## config.mk

```make
export PLATFORM = sky130hd
export DESIGN_NAME = ordered_list_with_positional_delete
export DESIGN_NICKNAME = d
export VERILOG_FILES = /design/src/rtl/core/olpd_pkg.sv /design/src/rtl/core/ordered_list_with_positional_delete.sv /design/src/rtl/core/olpd_cell.sv /design/src/rtl/core/olpd_ctrl.sv
export SDC_FILE = /design/constraint.sdc
export NUM_CORES = 1
export LEC_CHECK = 0
export BUFFER_PORTS_ARGS = -buffer_cell sky130_fd_sc_hd__buf_2
export CAP_MARGIN = 20
export CORE_ASPECT_RATIO = 1.2
export CORE_MARGIN = 2
export CORE_UTILIZATION = 55
export CTS_CLUSTER_DIAMETER = 150
export DETAILED_ROUTE_END_ITERATION = 8
export PLACE_DENSITY = 0.72
export SLEW_MARGIN = 40
export SYNTH_ARGS = -nofsm -noshare
export SYNTH_HDL_FRONTEND = slang
export SYNTH_SLANG_ARGS = --single-unit
```

## constraint.sdc

```tcl
create_clock -name clk -period 7.3 [get_ports clk]
set_clock_uncertainty 0.05 [all_clocks]
set_input_delay 2.19 -clock clk [delete_from_list [all_inputs] [get_ports clk]]
set_output_delay 2.19 -clock clk [all_outputs]
set_load 0.005 [all_outputs]
```

## src/rtl/core/olpd_pkg.sv

```systemverilog
// Shared types for the ordered list with positional delete.
// Request and response beats, opcode and status codes, cell command.
// No dependencies.
package olpd_pkg;

	typedef enum logic [1:0] {
		OP_APPEND     = 2'd0,
		OP_DEL_FIRST  = 2'd1,
		OP_DEL_LAST   = 2'd2,
		OP_DEL_AT_POS = 2'd3
	} olpd_op_t;

	typedef enum logic [1:0] {
		ST_OK     = 2'd0,
		ST_EMPTY  = 2'd1,
		ST_BADPOS = 2'd2,
		ST_FULL   = 2'd3
	} olpd_status_t;

	typedef struct packed {
		olpd_op_t           opcode;
		logic signed [31:0] value;
		logic [7:0]         position;
	} olpd_req_t;

	typedef struct packed {
		olpd_status_t       status;
		logic signed [31:0] removed_value;
		logic [4:0]         entry_count;
	} olpd_rsp_t;

	// Broadcast to every cell for one accepted beat.
	typedef struct packed {
		logic app;  // load value into the cell at the index
		logic del;  // cells at or above the index take their right neighbor
	} olpd_cmd_t;

endpackage

```

## src/rtl/core/ordered_list_with_positional_delete.sv

```systemverilog
// Ordered list of up to DEPTH signed words with append and positional delete.
// Top level: request decode, count register, chain of cells, response register.
// Depends on olpd_pkg, olpd_ctrl, olpd_cell.
//
// Usage:
//   Drive req and pulse start; a beat is taken at a clock edge with start high
//   and busy low. busy never rises: every request finishes in the cycle it is
//   accepted, so a new request may follow in every cycle.
//   In the cycle after acceptance, done is high for one cycle and rsp carries the
//   status, the removed word (zero unless a delete succeeded) and the new
//   entry count. The receiver cannot stall; rsp is valid only while done.
//   Throughput 1 request per cycle. The limit is the decode
//   of the list count plus the one-hot pick of the removed word across all
//   cells, both settled within the accepting cycle.
//   Each cell holds one entry and on a delete copies its right neighbor, so
//   later entries close the gap at the edge that accepts the delete.
//   Reset empties the list (count to zero) and clears done; cell contents are
//   not cleared and are never read before being written.
module ordered_list_with_positional_delete #(
	parameter int DEPTH = 16
) (
	input  logic               clk,
	input  logic               arst_n,
	input  logic               start,
	output logic               busy,
	input  olpd_pkg::olpd_req_t req,
	output logic               done,
	output olpd_pkg::olpd_rsp_t rsp
);
	import olpd_pkg::*;

	localparam int CW = $clog2(DEPTH + 1);

	logic                accept;
	logic [CW-1:0]       count_q;
	logic [CW-1:0]       count_nxt;
	logic [CW-1:0]       idx;
	olpd_status_t        status;
	olpd_cmd_t           cmd;
	logic [31:0]         entries [DEPTH];
	logic [31:0]         picked  [DEPTH];
	logic [31:0]         removed;
	logic [4:0]          count_ext;
	logic                done_q;
	olpd_rsp_t           rsp_q;

	assign busy   = 1'b0;
	assign accept = start && !busy;

	olpd_ctrl #(
		.DEPTH(DEPTH),
		.CW   (CW)
	) u_ctrl (
		.req      (req),
		.count    (count_q),
		.status   (status),
		.cmd      (cmd),
		.idx      (idx),
		.count_nxt(count_nxt)
	);

	for (genvar i = 0; i < DEPTH; i++) begin : g_cell
		logic [31:0] right;
		if (i == DEPTH - 1) begin : g_last
			assign right = entries[i];
		end else begin : g_mid
			assign right = entries[i+1];
		end

		olpd_cell #(
			.CW (CW),
			.IDX(i)
		) u_cell (
			.clk  (clk),
			.en   (accept),
			.cmd  (cmd),
			.idx  (idx),
			.count(count_q),
			.din  (req.value),
			.right(right),
			.entry(entries[i])
		);

		assign picked[i] = (cmd.del && idx == CW'(i)) ? entries[i] : '0;
	end

	// One-hot select: at most one cell is picked.
	always_comb begin
		removed = '0;
		for (int i = 0; i < DEPTH; i++) begin
			removed = removed | picked[i];
		end
	end

	// Response field carries the count modulo 32.
	assign count_ext = 5'(count_nxt);

	always_ff @(posedge clk or negedge arst_n) begin
		if (!arst_n) begin
			count_q <= '0;
			done_q  <= 1'b0;
		end else begin
			done_q <= accept;
			if (accept) begin
				count_q <= count_nxt;
			end
		end
	end

	always_ff @(posedge clk) begin
		if (accept) begin
			rsp_q.status        <= status;
			rsp_q.removed_value <= removed;
			rsp_q.entry_count   <= count_ext;
		end
	end

	assign done = done_q;
	assign rsp  = rsp_q;

	a_done_follows: assert property (@(posedge clk) disable iff (!arst_n)
		accept |=> done)
		else $error("no response beat after accepted request");

	a_count_bound: assert property (@(posedge clk) disable iff (!arst_n)
		count_q <= CW'(DEPTH))
		else $error("entry count above depth");

	a_append_grows: assert property (@(posedge clk) disable iff (!arst_n)
		(accept && cmd.app) |=> (count_q == $past(count_q) + CW'(1)))
		else $error("append did not grow the list");

	a_full_refused: assert property (@(posedge clk) disable iff (!arst_n)
		(accept && req.opcode == OP_APPEND && count_q == CW'(DEPTH))
		|=> (rsp.status == ST_FULL && $stable(count_q)))
		else $error("append on full list not refused");

endmodule

```

## src/rtl/core/olpd_cell.sv

```systemverilog
// One storage cell of the list chain: holds one entry.
// Loads on append, shifts in its right neighbor on delete.
// Depends on olpd_pkg.
module olpd_cell #(
	parameter int CW  = 5,
	parameter int IDX = 0
) (
	input  logic               clk,
	input  logic               en,
	input  olpd_pkg::olpd_cmd_t cmd,
	input  logic [CW-1:0]      idx,
	input  logic [CW-1:0]      count,
	input  logic [31:0]        din,
	input  logic [31:0]        right,
	output logic [31:0]        entry
);
	import olpd_pkg::*;

	localparam logic [CW-1:0] MY_IDX   = CW'(IDX);
	localparam logic [CW-1:0] NEXT_IDX = CW'(IDX + 1);

	logic [31:0] entry_q;
	logic        load;
	logic        shift;

	assign load  = en && cmd.app && (idx == MY_IDX);
	// Only cells that stay inside the shortened list need a new value.
	assign shift = en && cmd.del && (MY_IDX >= idx) && (NEXT_IDX < count);

	always_ff @(posedge clk) begin
		if (load) begin
			entry_q <= din;
		end else if (shift) begin
			entry_q <= right;
		end
	end

	assign entry = entry_q;

endmodule

```

## src/rtl/core/olpd_ctrl.sv

```systemverilog
// Request decode: status, cell command, target index and next count.
// Purely combinational; the count register lives in the top level.
// Depends on olpd_pkg.
module olpd_ctrl #(
	parameter int DEPTH = 16,
	parameter int CW    = 5
) (
	input  olpd_pkg::olpd_req_t    req,
	input  logic [CW-1:0]          count,
	output olpd_pkg::olpd_status_t status,
	output olpd_pkg::olpd_cmd_t    cmd,
	output logic [CW-1:0]          idx,
	output logic [CW-1:0]          count_nxt
);
	import olpd_pkg::*;

	localparam logic [CW-1:0] FULL_CNT = CW'(DEPTH);

	logic [8:0] pos9;
	logic [8:0] cnt9;
	logic       empty;

	assign pos9  = {1'b0, req.position};
	assign cnt9  = 9'(count);
	assign empty = (count == '0);

	always_comb begin
		status    = ST_OK;
		cmd       = '0;
		idx       = '0;
		count_nxt = count;
		case (req.opcode)
			OP_APPEND: begin
				if (count >= FULL_CNT) begin
					status = ST_FULL;
				end else begin
					cmd.app   = 1'b1;
					idx       = count;
					count_nxt = count + CW'(1);
				end
			end
			OP_DEL_FIRST: begin
				if (empty) begin
					status = ST_EMPTY;
				end else begin
					cmd.del   = 1'b1;
					idx       = '0;
					count_nxt = count - CW'(1);
				end
			end
			OP_DEL_LAST: begin
				if (empty) begin
					status = ST_EMPTY;
				end else begin
					cmd.del   = 1'b1;
					idx       = count - CW'(1);
					count_nxt = count - CW'(1);
				end
			end
			OP_DEL_AT_POS: begin
				if (empty) begin
					status = ST_EMPTY;
				end else if (pos9 == 9'd0 || pos9 > cnt9) begin
					status = ST_BADPOS;
				end else begin
					cmd.del   = 1'b1;
					idx       = CW'(pos9 - 9'd1);
					count_nxt = count - CW'(1);
				end
			end
			default: begin
				status = ST_OK;
			end
		endcase
	end

endmodule

```

==> insert_results.sql <==
INSERT INTO impl_metrics (metric_group, metric, value, unit) VALUES
('outcome', 'run_status', 'completed', ''),
('floorplan', 'fp.dieArea', '51800', 'sq um'),
('placed_design', 'placement.io_buffers', '84', ''),
('finish', 'areaGrowthSynthToFinish', '12.37', '%'),
('finish', 'most-common-layout-cells', '551 x sky130_fd_sc_hd__edfxtp_1, 480 x sky130_fd_sc_hd__mux2_2, 112 x sky130_fd_sc_hd__a22oi_1', ''),
('setup_path', 'worstReg2RegEnd', 'rsp[19]', ''),
('finish', 'finish.net_count', '2032', ''),
('cts', 'tritoncts.num_buffers', '55', ''),
('setup_path', 'regToRegStartpoint', 'count_q[2]', ''),
('cts', 'post_cts_resize_count', '0', ''),
('setup_path', 'timing.critical_path.fanout_max', '18', ''),
('sta', 'maxSlewHeadroom', '0.3719', ''),
('logic_synthesis', 'synth_top_cell_by_area', 'sky130_fd_sc_hd__edfxtp_1', ''),
('finish', 'fraction_of_layout_instances_using_a_drive_strength_above_1', '0.4034', ''),
('sta', 'holdWs', '518.8', 'ps'),
('placed_design', 'place_hpwl', '58090', 'um'),
('cts', 'cts_hold_repair.buffers', '0', ''),
('cts', 'insertion_delay', '640', 'ps'),
('placed_design', 'gp_congestion', '0.9839', ''),
('cts', 'cts_buffer_depth', '3', ''),
('floorplan', 'core_area', '49330', 'sq um'),
('logic_synthesis', 'synth_area', '27490', 'sq um'),
('worst_hold_path', 'min_delay_worst_endpoint', 'g_cell[11].u_cell.entry[9]', ''),
('power', 'p_leak', '10.33', 'nW'),
('route', 'finalWirelength', '96590', 'um'),
('power', 'clock_power_share', '0.320', ''),
('cts', 'postCtsSetupRepairBufs', '0', ''),
('power', 'register_share_of_total_power', '0.457', ''),
('power', 'power.internal', '6.029', 'mW'),
('cts', 'cts.reportedPaths.clkPinSlew', '60', 'ps'),
('logic_synthesis', 'top_cells_by_area_synth', 'sky130_fd_sc_hd__edfxtp_1 60%, sky130_fd_sc_hd__mux2_2 20%, sky130_fd_sc_hd__a22oi_1 3.1%, sky130_fd_sc_hd__buf_2 1.3%, sky130_fd_sc_hd__a221oi_1 1.1%', ''),
('floorplan', 'die_w', '208.1', 'um'),
('job', 'drv_cap', '0', ''),
('logic_synthesis', 'ys_seq_area_frac', '0.6073', ''),
('power', 'totalPowerFinal', '8.843', 'mW'),
('floorplan', 'die_h', '248.9', 'um'),
('sta', 'fmax', '0.1769', 'GHz'),
('global_routing', 'grt_usage', '0.3710', ''),
('global_routing', 'overflow', '0', ''),
('finish', 'post-route-cell-area', '30890', 'sq um'),
('worst_hold_path', 'hold_path_startpoint', 'g_cell[12].u_cell.entry[9]', ''),
('sta', 'rsz0062_at_grt', 'no', ''),
('power', 'power_per_cell_area', '286.2', 'nW/um^2'),
('power', 'switching_share', '0.3182', ''),
('power', 'switchingPower', '2.814', 'mW'),
('route', 'num_vias', '19640', ''),
('floorplan', 'initial_core_util', '0.5573', ''),
('cts', 'cts_tree', 'yes', ''),
('logic_synthesis', 'ys.flop_type', 'sky130_fd_sc_hd__edfxtp_1', ''),
('setup_path', 'ff2ff_setup_slack', '2150', 'ps'),
('power', 'worst_ir_drop_on_vdd', '0.0001933', 'V'),
('global_routing', 'grt_max_degree', '50', ''),
('floorplan', 'top_level_ports', '86', ''),
('global_routing', 'first_global_vias', '19120', ''),
('sta', 'final_period_minus_worst_setup_slack', '5653', 'ps'),
('setup_path', 'worst-endpoint-arrival', '6100', 'ps'),
('worst_hold_path', 'timing.hold.worst_path_depth', '1', ''),
('logic_synthesis', 'synth_largest_type_area_fraction', '0.6018', ''),
('route', 'remaining_drc_errors', '0', ''),
('placed_design', 'placement.cell_area', '29140', 'sq um'),
('logic_synthesis', 'async_flop_share', '0.01077', ''),
('sta', 'worstMarginPinSlew', '942.1', 'ps'),
('setup_path', 'setup.worst_path.start_class', 'input pin', ''),
('logic_synthesis', 'mapped_nets', '1942', ''),
('cts', 'clock_tree.htree_level_count', '2', ''),
('sta', 'fin_crit_sh', '0.7744', ''),
('power', 'combPwrFrac', '0.223', ''),
('logic_synthesis', 'avgSynthCellArea', '14.61', 'sq um'),
('sta', 'setup_viol', '0', ''),
('global_routing', 'grt_pass1_wl', '138100', 'um'),
('route', 'postRouteAntennaNets', '0', '');
## power groups by stage
| stage | clock network [mW] | logic (mW) | registers, mW |
|---|---|---|---|
| 2_1_floorplan | 0 | 1.10 | 4.02 |
| 3_3_place_gp | 0 | 1.86 | 4.10 |
| 3_5_place_dp | 0 | 1.88 | 4.10 |
| 4_1_cts | 2.83 | 1.89 | 4.04 |
| 5_1_grt | 2.95 | 2.03 | 4.06 |
| 6_report | 2.83 | 1.97 | 4.04 |
## critical path, cell delays in order
cell and delay, ps:
sky130_fd_sc_hd__buf_2 90, sky130_fd_sc_hd__inv_1 60, sky130_fd_sc_hd__ha_1 330, sky130_fd_sc_hd__nand2b_1 320
sky130_fd_sc_hd__nor2_2 230, sky130_fd_sc_hd__nand2_1 80, sky130_fd_sc_hd__o21ai_1 600, sky130_fd_sc_hd__nand2_1 490
sky130_fd_sc_hd__nor3_4 670, sky130_fd_sc_hd__buf_4 490, sky130_fd_sc_hd__a22oi_1 160, sky130_fd_sc_hd__and4_1 260
sky130_fd_sc_hd__nand4_1 80
## cells by family after synthesis
logic type                 Yosys count  share of synthesized area
and+or+nand+nor                    301                    0.05780
buffers and inverters              162                    0.02758
other                                1                  0.0001364
AOI/OAI and AO/OA                  343                    0.09539
DFF                                557                     0.6073
xor gates and xnor gates             3                  0.0009559
adders and majority gates           15                   0.006827
muxes                              500                     0.2040
## layer usage
metal  global-route usage  vias up  routed length, um
met3              0.08270      419              12820
met2               0.5681     1750              43120
met4               0.2090        4               6737
li1                     -     7738                  -
met1               0.4924     9725              33890
met5                    0        -                 18
## worst max-delay path by stage
stage,start,to
floorplan,req[0],g_cell[14].u_cell.entry[0]
global placement,req[1],g_cell[12].u_cell.entry[14]
detailed placement,req[40],g_cell[12].u_cell.entry[13]
CTS,req[40],g_cell[12].u_cell.entry[16]
global route,req[40],g_cell[12].u_cell.entry[16]
finish,req[40],rsp[19]
## cell usage after synthesis (5+ instances only)
| cell | n |
|---|---|
| sky130_fd_sc_hd__clkbuf_1 | 60 |
| sky130_fd_sc_hd__o22ai_1 | 11 |
| sky130_fd_sc_hd__edfxtp_1 | 551 |
| sky130_fd_sc_hd__mux2i_1 | 17 |
| sky130_fd_sc_hd__a221oi_1 | 33 |
| sky130_fd_sc_hd__nand4_1 | 20 |
| sky130_fd_sc_hd__o21ai_0 | 27 |
| sky130_fd_sc_hd__o2bb2ai_1 | 10 |
| sky130_fd_sc_hd__a32oi_1 | 6 |
| sky130_fd_sc_hd__inv_1 | 12 |
| sky130_fd_sc_hd__nor2_2 | 5 |
| sky130_fd_sc_hd__a211oi_1 | 11 |
| sky130_fd_sc_hd__buf_4 | 10 |
| sky130_fd_sc_hd__and3_1 | 12 |
| sky130_fd_sc_hd__nor3_2 | 9 |
| sky130_fd_sc_hd__o21ai_1 | 5 |
| sky130_fd_sc_hd__dfrtp_1 | 6 |
| sky130_fd_sc_hd__and4_1 | 11 |
| sky130_fd_sc_hd__nor2_1 | 70 |
| sky130_fd_sc_hd__a222oi_1 | 20 |
| sky130_fd_sc_hd__a22o_1 | 28 |
| sky130_fd_sc_hd__a21oi_1 | 34 |
| sky130_fd_sc_hd__ha_1 | 15 |
| sky130_fd_sc_hd__a22oi_1 | 112 |
| sky130_fd_sc_hd__mux2_2 | 480 |
| sky130_fd_sc_hd__nor4_1 | 6 |
| sky130_fd_sc_hd__buf_2 | 69 |
| sky130_fd_sc_hd__buf_1 | 5 |
| sky130_fd_sc_hd__nand2_1 | 74 |
| sky130_fd_sc_hd__nand3_1 | 42 |
| sky130_fd_sc_hd__nor3_1 | 26 |
## state kept, by name, indices dropped and copies added, names as in the netlist
name	flops
g_cell.u_cell.entry	512
rsp	39
count_q	5
done	1
## metrics by stage
step	setup WS (ps)	util	std cells
floorplan	28.04	-	1882
global placement	740.5	0.5903	2552
detailed placement	1205	0.5906	2552
CTS	1835	0.6261	2655
global route	1504	0.6262	2655
finish	1647	0.6263	2656
## cell type report
| class | count | area [sq um] |
|---|---|---|
| diodes | 1 | 2.502 |
| clock buffers | 70 | 1463 |
| clock inverters | 33 | 285.3 |
| fillers | 3673 | 18440 |
| inverters | 15 | 56.30 |
| multi-input cells | 1163 | 10290 |
| flip-flops and latches | 557 | 16700 |
| well taps | 637 | 797.0 |
| repair buffers | 180 | 1308 |
No activity file was read; power rests on OpenSTA's default activity.
